File: src/rtl/core/skrt_match.sv
// ----------------------------------------------------------------------------
// skrt_match
// shared compare unit: key equality, key order and name prefix match
// ----------------------------------------------------------------------------
module skrt_match #(
  parameter int NAME_BYTES = 8
) (
  input  logic [15:0] slot_key,
  input  logic [15:0] req_key,
  input  logic [63:0] slot_name,
  input  logic [63:0] req_name,
  input  logic [3:0]  prefix_length,
  output logic        key_eq,
  output logic        key_gt,
  output logic        name_hit
);
  always_comb begin
    logic done;
    key_eq   = (slot_key == req_key);
    key_gt   = (slot_key > req_key);
    name_hit = 1'b1;
    done     = 1'b0;
    for (int i = 0; i < NAME_BYTES; i++) begin
      if (!done && (4'(i) < prefix_length)) begin
        if (slot_name[8*i +: 8] != req_name[8*i +: 8]) begin
          name_hit = 1'b0;
          done     = 1'b1;
        end else if (slot_name[8*i +: 8] == 8'd0) begin
          done = 1'b1;
        end
      end
    end
  end
endmodule

File: config.mk
export PLATFORM = sky130hd
export DESIGN_NAME = skrt_match
export DESIGN_NICKNAME = d
export VERILOG_FILES = /design/src/rtl/core/skrt_match.sv
export SDC_FILE = /design/constraint.sdc
export NUM_CORES = 1
export LEC_CHECK = 0
export ABC_AREA = 1
export BUFFER_PORTS_ARGS = -buffer_cell sky130_fd_sc_hd__clkbuf_2
export CAP_MARGIN = 20
export CORE_MARGIN = 1
export CORE_UTILIZATION = 25
export DETAILED_ROUTE_END_ITERATION = 6
export PLACE_DENSITY = 0.65
export SKIP_LAST_GASP = 1
export SYNTH_ARGS = -nofsm -noshare
export SYNTH_HDL_FRONTEND = slang
export SYNTH_SLANG_ARGS = --single-unit
File: constraint.sdc
create_clock -name vclk -period 1.4
set_input_delay 0.14 -clock vclk [all_inputs]
set_output_delay 0.14 -clock vclk [all_outputs]
set_load 0.02 [all_outputs]
==> summary.txt, run 1 <==
Logic synthesis
  • Distinct cells, synth: 25
  • Syn Inst Count: 256
  • Cell Area, Synth: 1509 µm²
  • Avg Inst Size Synth: 5.894 µm²
  • Synth Net Count: 436
  • Synth warnings: 0
  • Post-synthesis sequential area ratio: 0

Cells and area
  • Seq_cells: 0
  • Reg area: 0 µm²
  • Final nets: 623
  • Filler cell count: 568
  • Layout cells sized above 1: 0.5125
  • Area growth syn-to-layout: 89.14%
  • # diodes: 0
  • Clock buffers: 0

STA
  • Final setup margin: -0.08542 ns
  • Least-Margin Pin Slew: 0.2859 ns
  • Min cycle time layout: 1.485 ns
  • Max Slew Vio Count: 0
  • Post-route clock period utilization: 1.061
  • Final setup viols: 3
  • Fmax: 673.2 MHz
  • Relative slew slack: 0.8074
  • Endpoints failing hold: 0
  • RSZ-0062 raised after global routing: yes

Pwr
  • Total power: 0.7763 mW
  • Register share of total power: 0
  • Clock power share: 0
  • Pleak: 1.556 nW
  • Internal power: 0.4420 mW
  • Switch Pwr: 0.3344 mW
  • VDD IR max: 0.1743 mV
  • Pwr/cell area: 272.0 nW/µm²
  • Comb pwr share: 1.000
  • Switch share: 0.4307

Die
  • Cell Rows: 27
  • Starting Density: 0.2659
  • I/O pins: 167
  • Die Area: 6351 µm²
  • Chip height: 79.69 µm
  • Chip Width: 79.69 µm
  • Core area: 5675 µm²

GRT
  • Vias in the first global route: 2106
  • Largest net degree at the start of global routing: 4
  • Initial antenna violation count: 0
  • First-pass GRT wire length: 7893 µm
  • Gr ovfl total: 0
  • Total global-route track usage: 0.1472

Routing
  • Via count: 2221
  • Initial DRC Count: 20
  • Vias/cell: 4.329
  • DRT antenna net count: 0
  • Routed WL: 5131 µm
  • Routed length per placed instance: 10.00 µm
  • Pre-Repair DR Iteration Count: 4
  • Post-route DRC violation count: 0

Place
  • Port Buffers: 167
  • DP Worst Slack: -0.1425 ns
  • Global placement routability congestion: 0.7766
  • Detail Placement HPWL: 4539 µm

Critical path
  • Req. time, crit path: 1.26 ns
  • Type of origin of the critical path: input port
  • Max FO, Critical Path: 2
  • Arr. time, crit path: 1.35 ns
  • Crit. End Element: output pin
  • Setup Crit Path Kind: input port to output pin

Run status
  • Status: finished, violations left
  • Failing checks: setup timing

Worst hold path
  • Hold Path End: name_hit
  • Hold Path Origin: slot_name[31]
  • Min-delay worst type: input port to output pin
  • Hold Path Depth: 7

Run
  • Max Cap Viol: 0

Clocking
  • Cts hold-fix bufs: 0
## layout make-up
type,instances,area (µm²),area share
multi-input combinational,216,1558,0.5458
timing repair buffer,185,1054,0.3691
inverter,40,152.6,0.05349
tap,72,90.09,0.03157
## metal layers
metal | vias up | global-route usage | wire [µm] | share of wire
met5 | - | 0 | 0 | 0
met4 | 0 | 0.01455 | 53 | 0.010
met3 | 6 | 0.01371 | 376 | 0.073
met2 | 99 | 0.3171 | 2756 | 0.54
met1 | 918 | 0.1520 | 1945 | 0.38
li1 | 1198 | - | - | -
## cell families after synthesis
group	synth area share
and+or+nand+nor	0.3698
xor gates and xnor gates	0.3192
adders and majority gates	0.1327
AOI/OAI and AO/OA	0.07878
buffers and inverters	0.09951
## worst max-delay path by stage
stage	from	end	cells past startpoint
floorplan	req_key[15]	key_gt	8
global placement	req_name[54]	name_hit	15
detailed placement	req_name[54]	name_hit	15
CTS	req_name[54]	name_hit	15
global route	slot_name[43]	name_hit	13
finish	slot_key[1]	key_gt	8
## synth_stat cells
master     n  area share
inv_1     35       0.087
o31ai_1    1      0.0050
nor4b_2    1      0.0099
o21a_1     1      0.0050
nor4_1    10       0.041
nand3_1   11       0.036
o21ai_0    4       0.013
ha_1      16        0.13
or2_2      2      0.0083
nor3_1     3      0.0099
a31o_2     1      0.0058
o21bai_1   1      0.0050
xnor2_1   39        0.23
inv_2      5       0.012
o221ai_1   1      0.0058
or2_1      2      0.0083
nor2_1    23       0.057
a21oi_1    9       0.030
a41oi_1    1      0.0058
nand2_2    1      0.0041
nand4_1    8       0.033
nand2_1   63        0.16
and3_1     1      0.0041
o21ai_1    1      0.0033
xor2_1    16       0.093
## power groups by stage
stage / Combinational [mW] / Sequential, mW / Clock [mW]
2_1_floorplan: 0.310 / 0 / 0
3_3_place_gp: 0.661 / 0 / 0
3_5_place_dp: 0.673 / 0 / 0
4_1_cts: 0.712 / 0 / 0
5_1_grt: 0.868 / 0 / 0
6_report: 0.776 / 0 / 0
## timing repair
item | CTS | global route
gates resized for setup | 18 | 33
pin swaps | 7 | 19
buffers inserted | 1 | 1
endpoints found under the setup margin | 3 | 3
## critical path: stages
cell,delay (ns)
clkbuf_2,0.11
ha_4,0.27
a21oi_2,0.05
o21a_1,0.19
o221ai_2,0.15
nand2_1,0.09
a41oi_2,0.16
clkbuf_8,0.17
## cell usage in the layout (no fill, tap or decap), types with 2 or more instances in the layout
cell | Yosys | routed
nor3_1 | 3 | 3
nand2_1 | 63 | 60
ha_1 | 16 | 5
xor2_1 | 16 | 16
or2_1 | 2 | 2
nand4_1 | 8 | 8
xnor2_1 | 39 | 39
o21ai_0 | 4 | 4
nand2_2 | 1 | 4
nand3_1 | 11 | 9
inv_2 | 5 | 14
ha_4 | 0 | 11
nor4_1 | 10 | 10
clkbuf_2 | 0 | 154
clkbuf_8 | 0 | 2
a21oi_1 | 9 | 8
nor2_1 | 23 | 21
buf_4 | 0 | 19
inv_1 | 35 | 25
or2_2 | 2 | 2
buf_6 | 0 | 10
## through the flow
| stage | hold WS [ns] | cells | utilization | TNS, ns | instance area (µm²) |
|---|---|---|---|---|---|
| after floorplan | 0.5789 | 256 | - | 0 | 1525 |
| after global placement | 0.7789 | 511 | 0.4530 | -0.3046 | 2571 |
| after detailed placement | 0.7984 | 511 | 0.4530 | -0.3753 | 2571 |
| after CTS | 0.8046 | 512 | 0.4705 | -0.2594 | 2670 |
| after global routing | 0.8333 | 513 | 0.5029 | -0.5139 | 2854 |
| final | 0.7873 | 513 | 0.5029 | -0.1678 | 2854 |
Power figures use the tool's default switching activity.
==> run 2, diff against run 1 <==
--- a/config.mk
+++ b/config.mk
@@ -8,6 +8,7 @@
 export ABC_AREA = 1
 export BUFFER_PORTS_ARGS = -buffer_cell sky130_fd_sc_hd__clkbuf_2
 export CAP_MARGIN = 20
+export CORE_ASPECT_RATIO = 1.2
 export CORE_MARGIN = 1
 export CORE_UTILIZATION = 25
 export DETAILED_ROUTE_END_ITERATION = 6
==> summary.txt, run 2 (synthesis results as in run 1) <==
STA
  • Min cycle time layout: 1.541 ns (+0.05539 ns)
  • Endpoints failing hold: 0 (unchanged)
  • Final setup viols: 3 (unchanged)
  • Fmax: 649.0 MHz (-3.6%)
  • RSZ-0062 raised after global routing: yes
  • Min Hold Slack: 0.7941 ns (+0.006800 ns)
  • Post-route clock period utilization: 1.101 (+0.03956)
  • Max Slew Vio Count: 0 (unchanged)
  • Final setup margin: -0.1408 ns (-0.05539 ns)
  • Relative slew slack: 0.7989 (-0.008490)
  • Least-Margin Pin Slew: 0.2985 ns (+0.01260 ns)

Clocking
  • Cts hold-fix bufs: 0 (unchanged)

Critical path
  • Worst path most repeated cell: nand2_1
  • Worst path bufs/invs: 3 (+1)
  • Delay of the slowest critical-path stage: 0.27 ns (about the same)
  • CP max stage cell: ha_4
  • Type of origin of the critical path: input port
  • CP top delay family: compound AO/OA/AOI/OAI gates
  • Req. time, crit path: 1.26 ns (about the same)
  • Max FO, Critical Path: 2 (unchanged)
  • Crit-path cells: clkbuf_2, inv_1, ha_4, nand2_1, o21a_1, o221ai_2, nand2_1, a41oi_2, clkbuf_8
  • Crit. End Element: output pin
  • Arr. time, crit path: 1.40 ns (+0.05 ns)
  • Setup Crit Path Kind: input port to output pin

Die
  • Chip height: 87.11 µm (+9.3%)
  • Cell Rows: 30 (+11%)
  • Die Area: 6352 µm² (about the same)
  • I/O pins: 167 (unchanged)
  • Core area: 5743 µm² (+1.2%)
  • Starting Density: 0.2627 (-0.003128)
  • Chip Width: 72.92 µm (-8.5%)

Cells and area
  • Layout cells sized above 1: 0.5000 (-0.01247)
  • Commonest non-fill, non-tap cells in the layout: 158 x clkbuf_2, 62 x nand2_1, 38 x xnor2_1
  • Clock buffers: 0 (unchanged)
  • Final nets: 620 (-0.48%)
  • Reg area: 0 µm² (unchanged)
  • Final instance area: 2796 µm² (-2.0%)
  • Seq_cells: 0 (unchanged)
  • # diodes: 0 (unchanged)
  • Commonest non-fill, non-tap cell in the layout: clkbuf_2
  • Core Util, Final: 0.4869 (-0.01594)
  • Area growth syn-to-layout: 85.32%

Pwr
  • Total power: 0.7438 mW (-4.2%)
  • Clock power share: 0 (unchanged)
  • Internal power: 0.4173 mW (-5.6%)
  • Register share of total power: 0 (unchanged)
  • Comb pwr share: 1.000 (about the same)
  • Pleak: 1.542 nW (-0.86%)
  • Switch share: 0.4390 (+0.008283)
  • VDD IR max: 0.1626 mV (-6.7%)
  • Switch Pwr: 0.3265 mW (-2.4%)
  • Pwr/cell area: 266.0 nW/µm² (-2.2%)

GRT
  • Met1 usage: 0.1332 (-0.01883)
  • First-pass GRT wire length: 7624 µm (-3.4%)
  • Vias in the first global route: 2122 (+0.76%)
  • Total global-route track usage: 0.1435 (-0.003718)
  • Gr ovfl total: 0 (unchanged)
  • Initial antenna violation count: 0 (unchanged)
  • Layer with the highest usage: met2
  • GRT met3 Usage: 0.01157 (-0.002140)
  • Met2 GRT Util: 0.3322 (+0.01511)
  • Largest net degree at the start of global routing: 4 (unchanged)

Routing
  • Routed length per placed instance: 9.886 µm (-1.2%)
  • Post-route DRC violation count: 0 (unchanged)
  • Routed WL: 5121 µm (-0.19%)
  • Pre-Repair DR Iteration Count: 4 (unchanged)
  • DRT antenna net count: 0 (unchanged)
  • Via count: 2247 (+1.2%)
  • Vias/cell: 4.338 (+0.19%)
  • Initial DRC Count: 16 (-20%)

Run status
  • Status: finished, violations left
  • Failing checks: setup timing

Run
  • Max Cap Viol: 0 (unchanged)

Place
  • Detail Placement HPWL: 4510 µm (-0.63%)
  • Global placement routability congestion: 0.7477 (-3.7%)
  • Placed Area: 2566 µm² (-0.19%)
  • Port Buffers: 167 (unchanged)

Worst hold path
  • Min-delay worst type: input port to output pin
==> run 2: metrics by stage <==
step,instances,setup slack [ns],setup TNS [ns]
global route,518,-0.2964,-0.5969
finish,518,-0.1408,-0.3024
global placement,517,-0.1215,-0.2742
floorplan,256,0.0007262,0
detailed placement,517,-0.1148,-0.3213
CTS,517,-0.09799,-0.2676
==> run 2: timing repair <==
action / CTS / global route
hold endpoints to repair: 0 / 0
gates resized for setup: 16 / 27
setup buffers: 0 / 1
setup endpoints to repair: 3 / 3
pin swaps: 6 / 13
==> run 2: final cells by class <==
type               instances  area, µm²
well taps                 80      100.1
multi-input cells        216       1529
fillers                  585       2947
repair buffers           182       1012
inverters                 40      155.1
==> run 2: power groups by stage <==
stage          Clock [mW]  Sequential, mW  Combinational (mW)
4_1_cts                 0               0               0.697
2_1_floorplan           0               0               0.310
3_3_place_gp            0               0               0.656
5_1_grt                 0               0               0.834
6_report                0               0               0.744
3_5_place_dp            0               0               0.670
==> run 2: layer usage <==
layer / vias to the layer above / part of all wire
met1: 955 / 0.36
li1: 1194 / -
met4: 0 / 0.0061
met5: - / 0
met3: 4 / 0.062
met2: 94 / 0.58
==> run 2: final timing paths <==
path     startpoint  endpoint  slack, ns  depth (start not counted)
max      req_key[3]    key_gt      -0.14                          9
min   slot_name[31]  name_hit       0.79                          7
==> run 2: tightest hold or removal path: stages <==
cell and delay, ns:
clkbuf_2 0.10, nor4_1 0.04, nand3_1 0.06, nand2_1 0.05
nand2_1 0.06, a21oi_2 0.05, clkbuf_8 0.14
